`src/hdl/rdd_pkg.sv`:
```
// shared types and constants for the reversible deque drain block
`timescale 1ns / 1ps
`default_nettype none

package rdd_pkg;

    localparam int DEPTH_DEFAULT      = 64;
    localparam int VALUE_BITS_DEFAULT = 8;
    localparam int DATA_W             = 8;
    localparam int FUNC_W             = 2;
    localparam int RES_USER_W         = 2;

    typedef enum logic [FUNC_W-1:0] {
        FUNC_PUSH    = 2'd0,
        FUNC_REVERSE = 2'd1,
        FUNC_DROP    = 2'd2,
        FUNC_FINISH  = 2'd3
    } func_t;

    typedef enum logic {
        CMD_FULL_ERR = 1'b0,
        CMD_DRAIN    = 1'b1
    } cmd_kind_t;

    typedef struct packed {
        logic              error;
        logic              list_empty;
        logic              last;
        logic [DATA_W-1:0] element;
    } res_t;

endpackage

`default_nettype wire

```
`src/hdl/reversible_deque_drain_core.sv`:
```
// Bounded double-ended queue with lazy reversal and a drain on finish.
// Input words on s_axis: tuser carries the function (push, reverse, drop,
// finish), tdata the value to push. Result words on m_axis: tdata is the
// element, tlast marks the final word of a drain, tuser carries list_empty
// and error.
// Push, reverse and drop are taken one a cycle while tready is high and give
// no result, except a push to a full queue, which queues an error word right
// away.
// A finish queues a drain command and clears pointers, direction and error
// when it is taken; the input side then holds tready low until the back part
// has read every held element out. Each drained element passes two steps, a
// store read and then an output load, because the store has a registered
// read port. An empty or failed drain gives one word.
// The output register lets the back part keep one word ready while the
// receiver stalls; the back part waits on it and the command queue (two
// entries) then fills, after which tready drops.
// Reset (aresetn low, synchronous) empties the queue and clears pointers,
// direction and error; store contents are not cleared.
`timescale 1ns / 1ps
`default_nettype none

module reversible_deque_drain_core #(
    parameter int DEPTH      = rdd_pkg::DEPTH_DEFAULT,
    parameter int VALUE_BITS = rdd_pkg::VALUE_BITS_DEFAULT
) (
    input  wire logic                           aclk,
    input  wire logic                           aresetn,
    input  wire logic                           s_axis_tvalid,
    output logic                                s_axis_tready,
    input  wire logic [rdd_pkg::DATA_W-1:0]     s_axis_tdata,  // [7:0] value
    input  wire logic [rdd_pkg::FUNC_W-1:0]     s_axis_tuser,  // [1:0] func
    output logic                                m_axis_tvalid,
    input  wire logic                           m_axis_tready,
    output logic      [rdd_pkg::DATA_W-1:0]     m_axis_tdata,  // [7:0] element
    output logic                                m_axis_tlast,
    output logic      [rdd_pkg::RES_USER_W-1:0] m_axis_tuser   // [0] list_empty, [1] error
);

    localparam int PTR_W = $clog2(DEPTH);
    localparam int CNT_W = $clog2(DEPTH + 1);
    localparam int CMD_W = 3 + PTR_W + CNT_W;

    logic                  q_push, q_ready, q_pop, q_valid;
    logic [CMD_W-1:0]      q_wdata, q_rdata;
    logic                  drain_done;
    logic                  ram_we, ram_re;
    logic [PTR_W-1:0]      ram_waddr, ram_raddr;
    logic [VALUE_BITS-1:0] ram_wdata, ram_rdata;
    rdd_pkg::res_t         res;

    rdd_front #(
        .DEPTH      (DEPTH),
        .VALUE_BITS (VALUE_BITS),
        .PTR_W      (PTR_W),
        .CNT_W      (CNT_W),
        .CMD_W      (CMD_W)
    ) u_front (
        .aclk          (aclk),
        .aresetn       (aresetn),
        .s_axis_tvalid (s_axis_tvalid),
        .s_axis_tready (s_axis_tready),
        .s_axis_tdata  (s_axis_tdata),
        .s_axis_tuser  (s_axis_tuser),
        .q_push        (q_push),
        .q_data        (q_wdata),
        .q_ready       (q_ready),
        .drain_done    (drain_done),
        .ram_we        (ram_we),
        .ram_waddr     (ram_waddr),
        .ram_wdata     (ram_wdata)
    );

    rdd_queue #(
        .WIDTH (CMD_W)
    ) u_queue (
        .aclk      (aclk),
        .aresetn   (aresetn),
        .push      (q_push),
        .push_data (q_wdata),
        .ready     (q_ready),
        .pop       (q_pop),
        .pop_data  (q_rdata),
        .valid     (q_valid)
    );

    rdd_ram #(
        .WIDTH (VALUE_BITS),
        .DEPTH (DEPTH)
    ) u_store (
        .aclk  (aclk),
        .we    (ram_we),
        .waddr (ram_waddr),
        .wdata (ram_wdata),
        .re    (ram_re),
        .raddr (ram_raddr),
        .rdata (ram_rdata)
    );

    rdd_back #(
        .DEPTH      (DEPTH),
        .VALUE_BITS (VALUE_BITS),
        .PTR_W      (PTR_W),
        .CNT_W      (CNT_W),
        .CMD_W      (CMD_W)
    ) u_back (
        .aclk       (aclk),
        .aresetn    (aresetn),
        .q_valid    (q_valid),
        .q_data     (q_rdata),
        .q_pop      (q_pop),
        .drain_done (drain_done),
        .ram_re     (ram_re),
        .ram_raddr  (ram_raddr),
        .ram_rdata  (ram_rdata),
        .res_valid  (m_axis_tvalid),
        .res_ready  (m_axis_tready),
        .res        (res)
    );

    assign m_axis_tdata = res.element;
    assign m_axis_tlast = res.last;
    assign m_axis_tuser = {res.error, res.list_empty};

endmodule

`default_nettype wire

```
`src/hdl/rdd_ram.sv`:
```
// generic single write port, single read port ram with registered read
`timescale 1ns / 1ps
`default_nettype none

module rdd_ram #(
    parameter int WIDTH = 8,
    parameter int DEPTH = 64
) (
    input  wire logic                     aclk,
    input  wire logic                     we,
    input  wire logic [$clog2(DEPTH)-1:0] waddr,
    input  wire logic [WIDTH-1:0]         wdata,
    input  wire logic                     re,
    input  wire logic [$clog2(DEPTH)-1:0] raddr,
    output logic      [WIDTH-1:0]         rdata
);

    logic [WIDTH-1:0] mem [DEPTH];

    always_ff @(posedge aclk) begin
        if (we) begin
            mem[waddr] <= wdata;
        end
        if (re) begin
            rdata <= mem[raddr];
        end
    end

endmodule

`default_nettype wire

```
`src/hdl/rdd_queue.sv`:
```
// two-entry command queue between the front and back parts
`timescale 1ns / 1ps
`default_nettype none

module rdd_queue #(
    parameter int WIDTH = 16
) (
    input  wire logic             aclk,
    input  wire logic             aresetn,
    input  wire logic             push,
    input  wire logic [WIDTH-1:0] push_data,
    output logic                  ready,
    input  wire logic             pop,
    output logic      [WIDTH-1:0] pop_data,
    output logic                  valid
);

    logic [WIDTH-1:0] entry_reg [2];
    logic             wptr_reg, wptr_next;
    logic             rptr_reg, rptr_next;
    logic [1:0]       fill_reg, fill_next;

    assign ready    = (fill_reg != 2'd2);
    assign valid    = (fill_reg != 2'd0);
    assign pop_data = entry_reg[rptr_reg];

    always_comb begin
        wptr_next = wptr_reg;
        rptr_next = rptr_reg;
        fill_next = fill_reg;
        if (push && ready) begin
            wptr_next = ~wptr_reg;
        end
        if (pop && valid) begin
            rptr_next = ~rptr_reg;
        end
        unique case ({push && ready, pop && valid})
            2'b10:   fill_next = fill_reg + 2'd1;
            2'b01:   fill_next = fill_reg - 2'd1;
            default: fill_next = fill_reg;
        endcase
    end

    always_ff @(posedge aclk) begin
        if (!aresetn) begin
            wptr_reg <= 1'b0;
            rptr_reg <= 1'b0;
            fill_reg <= 2'd0;
        end else begin
            wptr_reg <= wptr_next;
            rptr_reg <= rptr_next;
            fill_reg <= fill_next;
        end
    end

    always_ff @(posedge aclk) begin
        if (push && ready) begin
            entry_reg[wptr_reg] <= push_data;
        end
    end

endmodule

`default_nettype wire

```
`src/hdl/rdd_front.sv`:
```
// front part: accepts words, keeps the deque pointers and writes pushed values
`timescale 1ns / 1ps
`default_nettype none

module rdd_front #(
    parameter int DEPTH      = rdd_pkg::DEPTH_DEFAULT,
    parameter int VALUE_BITS = rdd_pkg::VALUE_BITS_DEFAULT,
    parameter int PTR_W      = $clog2(DEPTH),
    parameter int CNT_W      = $clog2(DEPTH + 1),
    parameter int CMD_W      = 3 + PTR_W + CNT_W
) (
    input  wire logic                       aclk,
    input  wire logic                       aresetn,
    input  wire logic                       s_axis_tvalid,
    output logic                            s_axis_tready,
    input  wire logic [rdd_pkg::DATA_W-1:0] s_axis_tdata,
    input  wire logic [rdd_pkg::FUNC_W-1:0] s_axis_tuser,
    output logic                            q_push,
    output logic      [CMD_W-1:0]           q_data,
    input  wire logic                       q_ready,
    input  wire logic                       drain_done,
    output logic                            ram_we,
    output logic      [PTR_W-1:0]           ram_waddr,
    output logic      [VALUE_BITS-1:0]      ram_wdata
);

    localparam int SW = CNT_W + 1;
    localparam logic [SW-1:0]    DEPTH_S = SW'(DEPTH);
    localparam logic [CNT_W-1:0] DEPTH_C = CNT_W'(DEPTH);

    typedef struct packed {
        rdd_pkg::cmd_kind_t kind;
        logic               failed;
        logic               rev;
        logic [PTR_W-1:0]   head;
        logic [CNT_W-1:0]   count;
    } cmd_t;

    logic [PTR_W-1:0] head_reg, head_next;
    logic [CNT_W-1:0] count_reg, count_next;
    logic             rev_reg, rev_next;
    logic             failed_reg, failed_next;
    logic             busy_reg, busy_next;

    logic                                 accept;
    rdd_pkg::func_t                       func;
    logic                                 full;
    logic [SW-1:0]                        tail_sum, tail_wrap, head_inc, head_wrap;
    logic [VALUE_BITS+rdd_pkg::DATA_W-1:0] value_ext;
    cmd_t                                 cmd;

    assign s_axis_tready = !busy_reg && q_ready;
    assign accept        = s_axis_tvalid && s_axis_tready;
    assign func          = rdd_pkg::func_t'(s_axis_tuser);
    assign full          = (count_reg == DEPTH_C);

    // physical tail and front advance, both wrap at the store depth
    assign tail_sum  = SW'(head_reg) + SW'(count_reg);
    assign tail_wrap = (tail_sum >= DEPTH_S) ? tail_sum - DEPTH_S : tail_sum;
    assign head_inc  = SW'(head_reg) + SW'(1);
    assign head_wrap = (head_inc >= DEPTH_S) ? head_inc - DEPTH_S : head_inc;

    assign value_ext = {{VALUE_BITS{1'b0}}, s_axis_tdata};
    assign ram_wdata = value_ext[VALUE_BITS-1:0];
    assign ram_waddr = tail_wrap[PTR_W-1:0];
    assign ram_we    = accept && (func == rdd_pkg::FUNC_PUSH) && !full;

    always_comb begin
        cmd.kind   = (func == rdd_pkg::FUNC_FINISH) ? rdd_pkg::CMD_DRAIN
                                                    : rdd_pkg::CMD_FULL_ERR;
        cmd.failed = failed_reg;
        cmd.rev    = rev_reg;
        cmd.head   = head_reg;
        cmd.count  = count_reg;
    end

    assign q_data = cmd;

    always_comb begin
        head_next   = head_reg;
        count_next  = count_reg;
        rev_next    = rev_reg;
        failed_next = failed_reg;
        busy_next   = busy_reg;
        q_push      = 1'b0;
        if (drain_done) begin
            busy_next = 1'b0;
        end
        if (accept) begin
            unique case (func)
                rdd_pkg::FUNC_PUSH: begin
                    if (full) begin
                        q_push = 1'b1;
                    end else begin
                        count_next = count_reg + CNT_W'(1);
                    end
                end
                rdd_pkg::FUNC_REVERSE: begin
                    if (!failed_reg) begin
                        rev_next = ~rev_reg;
                    end
                end
                rdd_pkg::FUNC_DROP: begin
                    if (!failed_reg) begin
                        if (count_reg == '0) begin
                            failed_next = 1'b1;
                        end else begin
                            count_next = count_reg - CNT_W'(1);
                            if (!rev_reg) begin
                                head_next = head_wrap[PTR_W-1:0];
                            end
                        end
                    end
                end
                rdd_pkg::FUNC_FINISH: begin
                    q_push      = 1'b1;
                    head_next   = '0;
                    count_next  = '0;
                    rev_next    = 1'b0;
                    failed_next = 1'b0;
                    busy_next   = 1'b1;
                end
                default: begin
                    q_push = 1'b0;
                end
            endcase
        end
    end

    always_ff @(posedge aclk) begin
        if (!aresetn) begin
            head_reg   <= '0;
            count_reg  <= '0;
            rev_reg    <= 1'b0;
            failed_reg <= 1'b0;
            busy_reg   <= 1'b0;
        end else begin
            head_reg   <= head_next;
            count_reg  <= count_next;
            rev_reg    <= rev_next;
            failed_reg <= failed_next;
            busy_reg   <= busy_next;
        end
    end

    a_count_bound: assert property (@(posedge aclk) disable iff (!aresetn)
        count_reg <= DEPTH_C)
        else $error("fill count beyond depth");

    a_finish_clears: assert property (@(posedge aclk) disable iff (!aresetn)
        accept && func == rdd_pkg::FUNC_FINISH
        |=> busy_reg && count_reg == '0 && !failed_reg && !rev_reg)
        else $error("finish did not clear state");

    a_full_push_flagged: assert property (@(posedge aclk) disable iff (!aresetn)
        accept && func == rdd_pkg::FUNC_PUSH && full |-> q_push && !ram_we)
        else $error("push to full deque not flagged");

endmodule

`default_nettype wire

```
`src/hdl/rdd_back.sv`:
```
// back part: runs queued commands, reads the store and drives the output register
`timescale 1ns / 1ps
`default_nettype none

module rdd_back #(
    parameter int DEPTH      = rdd_pkg::DEPTH_DEFAULT,
    parameter int VALUE_BITS = rdd_pkg::VALUE_BITS_DEFAULT,
    parameter int PTR_W      = $clog2(DEPTH),
    parameter int CNT_W      = $clog2(DEPTH + 1),
    parameter int CMD_W      = 3 + PTR_W + CNT_W
) (
    input  wire logic                  aclk,
    input  wire logic                  aresetn,
    input  wire logic                  q_valid,
    input  wire logic [CMD_W-1:0]      q_data,
    output logic                       q_pop,
    output logic                       drain_done,
    output logic                       ram_re,
    output logic      [PTR_W-1:0]      ram_raddr,
    input  wire logic [VALUE_BITS-1:0] ram_rdata,
    output logic                       res_valid,
    input  wire logic                  res_ready,
    output rdd_pkg::res_t              res
);

    localparam int SW = CNT_W + 1;
    localparam logic [SW-1:0] DEPTH_S = SW'(DEPTH);

    typedef struct packed {
        rdd_pkg::cmd_kind_t kind;
        logic               failed;
        logic               rev;
        logic [PTR_W-1:0]   head;
        logic [CNT_W-1:0]   count;
    } cmd_t;

    typedef enum logic [3:0] {
        ST_IDLE   = 4'b0001,
        ST_READ   = 4'b0010,
        ST_EMIT   = 4'b0100,
        ST_SINGLE = 4'b1000
    } state_t;

    state_t                                state_reg, state_next;
    cmd_t                                  cmd_reg, cmd_next;
    logic [CNT_W-1:0]                      idx_reg, idx_next;
    logic                                  out_valid_reg, out_valid_next;
    rdd_pkg::res_t                         out_reg, out_next;

    cmd_t                                  cmd_in;
    logic                                  slot_free;
    logic                                  is_last;
    logic [CNT_W-1:0]                      pos;
    logic [SW-1:0]                         addr_sum, addr_wrap;
    logic [VALUE_BITS+rdd_pkg::DATA_W-1:0] rdata_ext;

    assign cmd_in    = cmd_t'(q_data);
    assign slot_free = !out_valid_reg || res_ready;
    assign is_last   = (idx_reg + CNT_W'(1) == cmd_reg.count);

    // logical position to store index, reading backward while reversed
    assign pos       = cmd_reg.rev ? cmd_reg.count - CNT_W'(1) - idx_reg : idx_reg;
    assign addr_sum  = SW'(cmd_reg.head) + SW'(pos);
    assign addr_wrap = (addr_sum >= DEPTH_S) ? addr_sum - DEPTH_S : addr_sum;
    assign ram_raddr = addr_wrap[PTR_W-1:0];
    assign ram_re    = (state_reg == ST_READ);

    assign rdata_ext = {{rdd_pkg::DATA_W{1'b0}}, ram_rdata};

    assign res_valid = out_valid_reg;
    assign res       = out_reg;

    always_comb begin
        state_next     = state_reg;
        cmd_next       = cmd_reg;
        idx_next       = idx_reg;
        out_valid_next = out_valid_reg && !res_ready;
        out_next       = out_reg;
        q_pop          = 1'b0;
        drain_done     = 1'b0;
        unique case (state_reg)
            ST_IDLE: begin
                if (q_valid) begin
                    q_pop    = 1'b1;
                    cmd_next = cmd_in;
                    idx_next = '0;
                    if (cmd_in.kind == rdd_pkg::CMD_FULL_ERR || cmd_in.failed
                            || cmd_in.count == '0) begin
                        state_next = ST_SINGLE;
                    end else begin
                        state_next = ST_READ;
                    end
                end
            end
            ST_READ: begin
                state_next = ST_EMIT;
            end
            ST_EMIT: begin
                if (slot_free) begin
                    out_valid_next        = 1'b1;
                    out_next.element      = rdata_ext[rdd_pkg::DATA_W-1:0];
                    out_next.last         = is_last;
                    out_next.list_empty   = 1'b0;
                    out_next.error        = 1'b0;
                    if (is_last) begin
                        drain_done = 1'b1;
                        state_next = ST_IDLE;
                    end else begin
                        idx_next   = idx_reg + CNT_W'(1);
                        state_next = ST_READ;
                    end
                end
            end
            ST_SINGLE: begin
                if (slot_free) begin
                    out_valid_next   = 1'b1;
                    out_next.element = '0;
                    if (cmd_reg.kind == rdd_pkg::CMD_FULL_ERR) begin
                        out_next.last       = 1'b0;
                        out_next.list_empty = 1'b0;
                        out_next.error      = 1'b1;
                    end else begin
                        out_next.last       = 1'b1;
                        out_next.list_empty = !cmd_reg.failed;
                        out_next.error      = cmd_reg.failed;
                        drain_done          = 1'b1;
                    end
                    state_next = ST_IDLE;
                end
            end
            default: begin
                state_next = ST_IDLE;
            end
        endcase
    end

    always_ff @(posedge aclk) begin
        if (!aresetn) begin
            state_reg     <= ST_IDLE;
            out_valid_reg <= 1'b0;
        end else begin
            state_reg     <= state_next;
            out_valid_reg <= out_valid_next;
        end
    end

    always_ff @(posedge aclk) begin
        cmd_reg <= cmd_next;
        idx_reg <= idx_next;
        out_reg <= out_next;
    end

    a_idx_in_range: assert property (@(posedge aclk) disable iff (!aresetn)
        state_reg == ST_READ |-> idx_reg < cmd_reg.count)
        else $error("drain index beyond fill count");

    a_done_on_last: assert property (@(posedge aclk) disable iff (!aresetn)
        drain_done |=> out_valid_reg && out_reg.last)
        else $error("drain finished without a last word");

    a_done_only_drain: assert property (@(posedge aclk) disable iff (!aresetn)
        drain_done |-> cmd_reg.kind == rdd_pkg::CMD_DRAIN)
        else $error("drain done raised for an error command");

endmodule

`default_nettype wire

```
`config.mk`:
```
export PLATFORM = sky130hd
export DESIGN_NAME = reversible_deque_drain_core
export DESIGN_NICKNAME = d
export VERILOG_FILES = /design/src/hdl/rdd_pkg.sv /design/src/hdl/reversible_deque_drain_core.sv /design/src/hdl/rdd_ram.sv /design/src/hdl/rdd_queue.sv /design/src/hdl/rdd_front.sv /design/src/hdl/rdd_back.sv
export SDC_FILE = /design/constraint.sdc
export NUM_CORES = 1
export LEC_CHECK = 0
export ABC_AREA = 1
export BUFFER_PORTS_ARGS = -buffer_cell sky130_fd_sc_hd__buf_4
export CORE_MARGIN = 10
export CORE_UTILIZATION = 45
export DETAILED_ROUTE_END_ITERATION = 12
export PLACE_DENSITY_LB_ADDON = 0.08
export SYNTH_ARGS = -nofsm -noshare
export SYNTH_HDL_FRONTEND = slang
export SYNTH_HIERARCHICAL = 1
export SYNTH_SLANG_ARGS = --single-unit
```
`constraint.sdc`:
```
create_clock -name aclk -period 6.7 [get_ports aclk]
set_clock_uncertainty 0.1 [all_clocks]
set_input_delay 0.67 -clock aclk [delete_from_list [all_inputs] [get_ports aclk]]
set_output_delay 0.67 -clock aclk [all_outputs]
set_load 0.005 [all_outputs]
```
==> run_results.csv, run 1 <==
group,metric,value,unit
status,status,"finished clean",
sta,fmax,211,MHz
synth,yosys.area.top_type_share,66.4,%
clocking,htreeDepth,3,
synth,yosys_warnings,6,
synth,yosysTopAreaCell,"edfxtp_1",
route,drt_first_iter_violations,1648,
floorplanning,row_count,88,
floorplanning,die_w,263,um
critical_path,worst-endpoint-required,6.96,ns
synth,ys_ff_latch,612,
sta,rsz0062_at_grt,"false",
sta,timing.final.crit_share,70.7,%
global_route,grt_pass1_vias,16800,
critical_path,crit_path_cell_trace,"inv_2 -> ha_1 -> inv_1 -> fa_1 -> o21ai_0 -> fa_4 -> inv_4 -> buf_12 -> nand3_1 -> nand3_1 -> nand2_1 -> nand2_1 -> nand3_1 -> nand3_1 -> nand2_1",
clocking,cts_setup_buffers,0,
synth,synthTopCellsByArea,"edfxtp_1 66%, nand2_1 11%, nand3_1 8.9%, dfxtp_1 2.0%, nor2_1 1.7%",
placement,dpl.hpwl,39.2,mm
critical_path,endpoint_kind,"flip-flop",
floorplanning,die_y,263,um
synth,synth_nets,2388,
synth,ys.flop_type,"edfxtp_1",
route,via_count,17400,
global_route,grt_max_degree,187,
global_route,grt_usage,19.4,%
power,p_per_area,327,mW/mm^2
hold_path,hp-class,"primary input to flip-flop",
layout,layout.nets,2383,
hold_path,hp-start,"aresetn",
floorplanning,dieArea,0.0690,sq mm
route,post-route-drc-count,0,
clocking,numCtsBuffers,68,
power,p_leak,10.8,nW
critical_path,path_class,"flip-flop to flip-flop",
sta,min_period,4.74,ns
floorplanning,core_area,0.0580,sq mm
critical_path,arrival,5.00,ns
synth,ys_async_sr_fraction,0,%
placement,gp_congestion,0.829,
power,irDropWorstVdd,186,uV
synth,yosysUniqueCellTypes,49,
job,cap_violations,0,
synth,yosysSeqAreaShare,68.4,%
clocking,clk_pin_slew_worst_paths,0.06,ns
clocking,clockBufferDepth,3,
sta,slew_violations,0,
clocking,cts_hold_buf,0,
layout,largest_reg_flops,512,
synth,synth_edf_count,586,
critical_path,start_kind,"flip-flop",
critical_path,rrSetupSlack,1.96,ns
sta,whs,0.279,ns
clocking,cts_resized,0,
critical_path,critPathMaxStageDelay,0.85,ns
critical_path,r2r-start,"u_back/idx_reg[0]",
critical_path,crit_path_frequent_cell,"nand3_1",
route,firstDrtPassIters,5,
clocking,cts_root_buf,"clkbuf_16",
placement,portBuffers,26,
sta,hold_viol_final,0,
sta,slew-limit-headroom,20.3,%
clocking,clk_latency,0.62,ns
layout,synthToLayoutAreaGrowth,9.99,%
floorplanning,initial_core_util,45.6,%
global_route,overflow,0,
sta,tns,0,ns
clocking,cts.sinks,612,
synth,synthesis.area,0.0265,sq mm
critical_path,crit_fanout,58,
route,ant_nets,0,
floorplanning,ios,27,
route,wl_per_cell,21.6,um
layout,drive_gt1_share,8.51,%
global_route,grt_pass1_wl,105,mm
route,drt_wl_total,68.3,mm
route,vias_per_cell,5.52,
sta,worstMarginPinSlew,1.19,ns
global_route,antenna_found_initial,0,
critical_path,critPathSlowestCell,"fa_4",
synth,synth_cells,2346,
synth,synth.avg_cell_area,11.3,sq um
sta,setup_violations,0,
clocking,cts_tree,"done",
layout,antenna_cells,0,
critical_path,setup.worst_path.start,"u_back/idx_reg[0]",
## final cells by class
| class | instances | area, sq um |
|---|---|---|
| Sequential cell | 612 | 18100 |
| Clock inverter | 33 | 277 |
| Clock buffer | 92 | 1870 |
| Tap cell | 765 | 957 |
| Inverter | 86 | 330 |
| Fill cell | 5222 | 28900 |
| Timing Repair Buffer | 52 | 428 |
| Multi-Input combinational cell | 1521 | 7150 |
## final timing paths
kind                              endpoint  cells after the start
hold / removal         u_back/state_reg[0]                      2
setup reg to reg          u_store/rdata[4]                     15
setup / recovery          u_store/rdata[4]                     15
hold reg to reg   u_queue/entry_reg[0][13]                      0
## critical path, delay by kind of cell (launching register included)
family                     cells  cell delay [ns]
adders and majority gates      3             1.43
buffers and inverters          4             1.11
AOI/OAI and AO/OA              1             0.37
DFF                            1             0.45
and+or+nand+nor                7             1.01
## through the flow
step | total power [mW] | cells | util, % | area [sq um] | worst slack (ns)
2_1_floorplan | 5.47 | 2346 | - | 26500 | 3.43
3_3_place_gp | 5.95 | 3036 | 46.5 | 27000 | 2.07
3_5_place_dp | 5.96 | 3036 | 46.5 | 27000 | 1.95
4_1_cts | 9.60 | 3161 | 50.2 | 29100 | 1.98
5_1_grt | 9.91 | 3161 | 50.2 | 29100 | 1.79
6_report | 9.51 | 3161 | 50.2 | 29100 | 1.96
## cell families (layout without fill, tap and decap cells)
| group | after synthesis | after routing | synth area share (%) |
|---|---|---|---|
| DFF | 612 | 612 | 68.4 |
| muxes | 16 | 16 | 0.822 |
| buffers and inverters | 213 | 263 | 4.75 |
| adders and majority gates | 28 | 28 | 1.41 |
| AOI/OAI and AO/OA | 52 | 52 | 1.13 |
| and+or+nand+nor | 1408 | 1408 | 22.9 |
| xor gates and xnor gates | 17 | 17 | 0.562 |
## routing by layer
metal	track usage [%]	vias up	routed length, um
met3	2.77	90	4210
met5	0	-	0
met1	27.4	8640	30500
li1	-	8123	-
met2	30.4	585	32000
met4	6.22	0	1570
## cell usage in the layout, fill, tap and decap left out, drive strengths merged, types with 8 or more instances in the layout
| master | n |
|---|---|
| a21oi | 26 |
| xor2 | 11 |
| nor2 | 125 |
| inv | 87 |
| buf | 52 |
| ha | 25 |
| nand3 | 476 |
| nand4 | 14 |
| clkinv | 28 |
| nor3 | 8 |
| mux2 | 16 |
| o21ai | 16 |
| clkbuf | 92 |
| nor4 | 10 |
| nand2 | 770 |
| edfxtp | 586 |
| dfxtp | 26 |
## power breakdown
part	switching [mW]	internal, mW
Combinational	1.20	0.436
Clock	1.51	2.12
Sequential	0.0241	4.23
## cell usage after synthesis, types with 9 or more instances
master and n:
xor2_1 11, nand2_2 9, nand3_1 473, inv_2 9
edfxtp_1 586, nand2_1 761, ha_1 25, buf_6 37
dfxtp_1 26, buf_1 10, nor4_1 10, mux2_4 10
buf_4 24, nand4_1 14, inv_1 73, clkbuf_1 16
nor2_1 118, o21ai_0 9, buf_2 37, a21oi_1 25
Note: power is estimated with default switching activity, not from simulation.
==> inputs of run 2 (changes only) <==
==> constraint.sdc (replaced) <==
create_clock -name aclk -period 4.6 [get_ports aclk]
set_clock_uncertainty 0.1 [all_clocks]
set_input_delay 0.46 -clock aclk [delete_from_list [all_inputs] [get_ports aclk]]
set_output_delay 0.46 -clock aclk [all_outputs]
set_load 0.005 [all_outputs]
==> run_results.csv, run 2 (same netlist as run 1, synthesis figures left out) <==
group,metric,value,unit
clocking,cts_tree,"done",
route,via_count,17400,
placement,portBuffers,26,
sta,slew-limit-headroom,30.7,%
critical_path,critPathSlowestCell,"fa_4",
layout,final_common_cell,"nand2_1",
sta,timing.final.crit_share,91.4,%
placement,pre_cts_slack,0.417,ns
layout,drive_gt1_share,11.2,%
clocking,clk_latency,0.62,ns
sta,tns,0,ns
critical_path,path_class,"flip-flop to flip-flop",
clocking,cts.sinks,612,
sta,fmax,238,MHz
sta,hold_viol_final,0,
critical_path,crit_fanout,48,
hold_path,hp-class,"primary input to flip-flop",
critical_path,worst-endpoint-required,4.87,ns
critical_path,r2r-start,"u_back/idx_reg[0]",
layout,final_cell_mix,"761 x nand2_1, 586 x edfxtp_1, 473 x nand3_1",
global_route,grt_max_degree,145,
layout,layout.nets,2454,
global_route,grt_usage,19.4,%
global_route,overflow,0,
clocking,htreeDepth,3,
clocking,cts_setup_buffers,0,
hold_path,hp-start,"aresetn",
hold_path,hold_depth,2,
critical_path,rrSetupSlack,0.40,ns
placement,dpl_cell_area,0.0276,sq mm
critical_path,start_kind,"flip-flop",
critical_path,r2r_end,"u_store/rdata[3]",
placement,dp.cells,3107,
critical_path,critPathMaxStageDelay,0.92,ns
critical_path,arrival,4.48,ns
sta,min_period,4.20,ns
sta,rsz0062_at_grt,"false",
clocking,numCtsBuffers,68,
critical_path,crit_path_frequent_cell,"nand3_1",
floorplanning,row_count,88,
layout,fin_cells,3228,
critical_path,endpoint_kind,"flip-flop",
status,status,"finished clean",
floorplanning,initial_core_util,45.6,%
route,vias_per_cell,5.39,
floorplanning,core_area,0.0580,sq mm
global_route,grt_pass1_vias,17200,
sta,setup_violations,0,
sta,whs,0.0558,ns
clocking,cts_resized,0,
route,ant_nets,0,
global_route,antenna_found_initial,0,
route,wl_per_cell,20.9,um
power,p_per_area,470,mW/mm^2
sta,worstMarginPinSlew,1.04,ns
hold_path,min_to,"u_back/state_reg[0]",
route,firstDrtPassIters,7,
critical_path,reg2reg_depth,15,
clocking,clockBufferDepth,3,
placement,gp_congestion,0.875,
clocking,clk_pin_slew_worst_paths,0.06,ns
placement,dpl.hpwl,39.8,mm
route,drt_first_iter_violations,1557,
critical_path,crit_path_cell_trace,"inv_2 -> ha_1 -> inv_1 -> fa_1 -> o21ai_0 -> fa_4 -> inv_4 -> buf_12 -> nand3_1 -> nand3_1 -> nand2_1 -> nand2_1 -> nand3_1 -> nand3_1 -> nand2_1",
floorplanning,die_w,263,um
layout,stdcell_area,0.0298,sq mm
route,post-route-drc-count,0,
clocking,cts_hold_buf,0,
power,irDropWorstVdd,289,uV
route,drt_wl_total,67.5,mm
sta,worst_slack,0.396,ns
global_route,grt_pass1_wl,105,mm
power,p_leak,11.2,nW
floorplanning,ios,27,
layout,antenna_cells,0,
layout,synthToLayoutAreaGrowth,12.4,%
floorplanning,die_y,263,um
clocking,cts_root_buf,"clkbuf_16",
job,cap_violations,0,
layout,largest_reg_flops,512,
floorplanning,dieArea,0.0690,sq mm
sta,slew_violations,0,
==> run 2: area by class of cell <==
class                   instances  area (sq um)
fillers                      5200         28300
flip-flops and latches        612         18100
multi-input cells            1521          7150
clock buffers                  81          1790
repair buffers                123          1040
well taps                     765           957
clock inverters                40           387
inverters                      86           330
==> run 2: power by group <==
group / internal (mW) / leakage, nW / total [mW] / switching (mW)
Sequential: 6.16 / 5.50 / 6.19 / 0.0352
Combinational: 0.680 / 4.60 / 2.43 / 1.75
Clock: 3.18 / 1.06 / 5.36 / 2.19
Total: 10.0 / 11.2 / 14.0 / 3.98
==> run 2: worst max path at each step <==
stage	end	start
after global placement	u_store/rdata[3]	u_back/idx_reg[0]
final	u_store/rdata[3]	u_back/idx_reg[0]
after global routing	u_store/rdata[3]	u_back/idx_reg[0]
after detailed placement	u_store/rdata[3]	u_back/idx_reg[0]
after CTS	u_store/rdata[3]	u_back/idx_reg[0]
after floorplan	u_store/rdata[0]	u_back/idx_reg[0]
==> run 2: stage by stage <==
step / util, % / power [mW]
final: 51.3 / 14.0
after global routing: 51.3 / 14.6
after CTS: 51.3 / 14.1
after detailed placement: 47.6 / 8.74
after global placement: 47.6 / 8.73
after floorplan: - / 7.96
==> run 2: worst max-delay path, delay by kind of cell, from the launching register on <==
kind,cells,cell delay (ns)
adder cells (fa/ha/maj),3,1.50
AND/OR/NAND/NOR,7,0.90
buffers and inverters,4,0.63
flip-flops,1,0.44
AO/OA/AOI/OAI,1,0.35
==> run 2: routing by layer <==
| metal | track usage, % | wire, um | share of wire (%) |
|---|---|---|---|
| met2 | 31.2 | 32100 | 48 |
| met1 | 26.3 | 30200 | 45 |
| met5 | 0 | 0 | 0 |
| met3 | 3.81 | 3770 | 5.6 |
| met4 | 5.42 | 1410 | 2.1 |
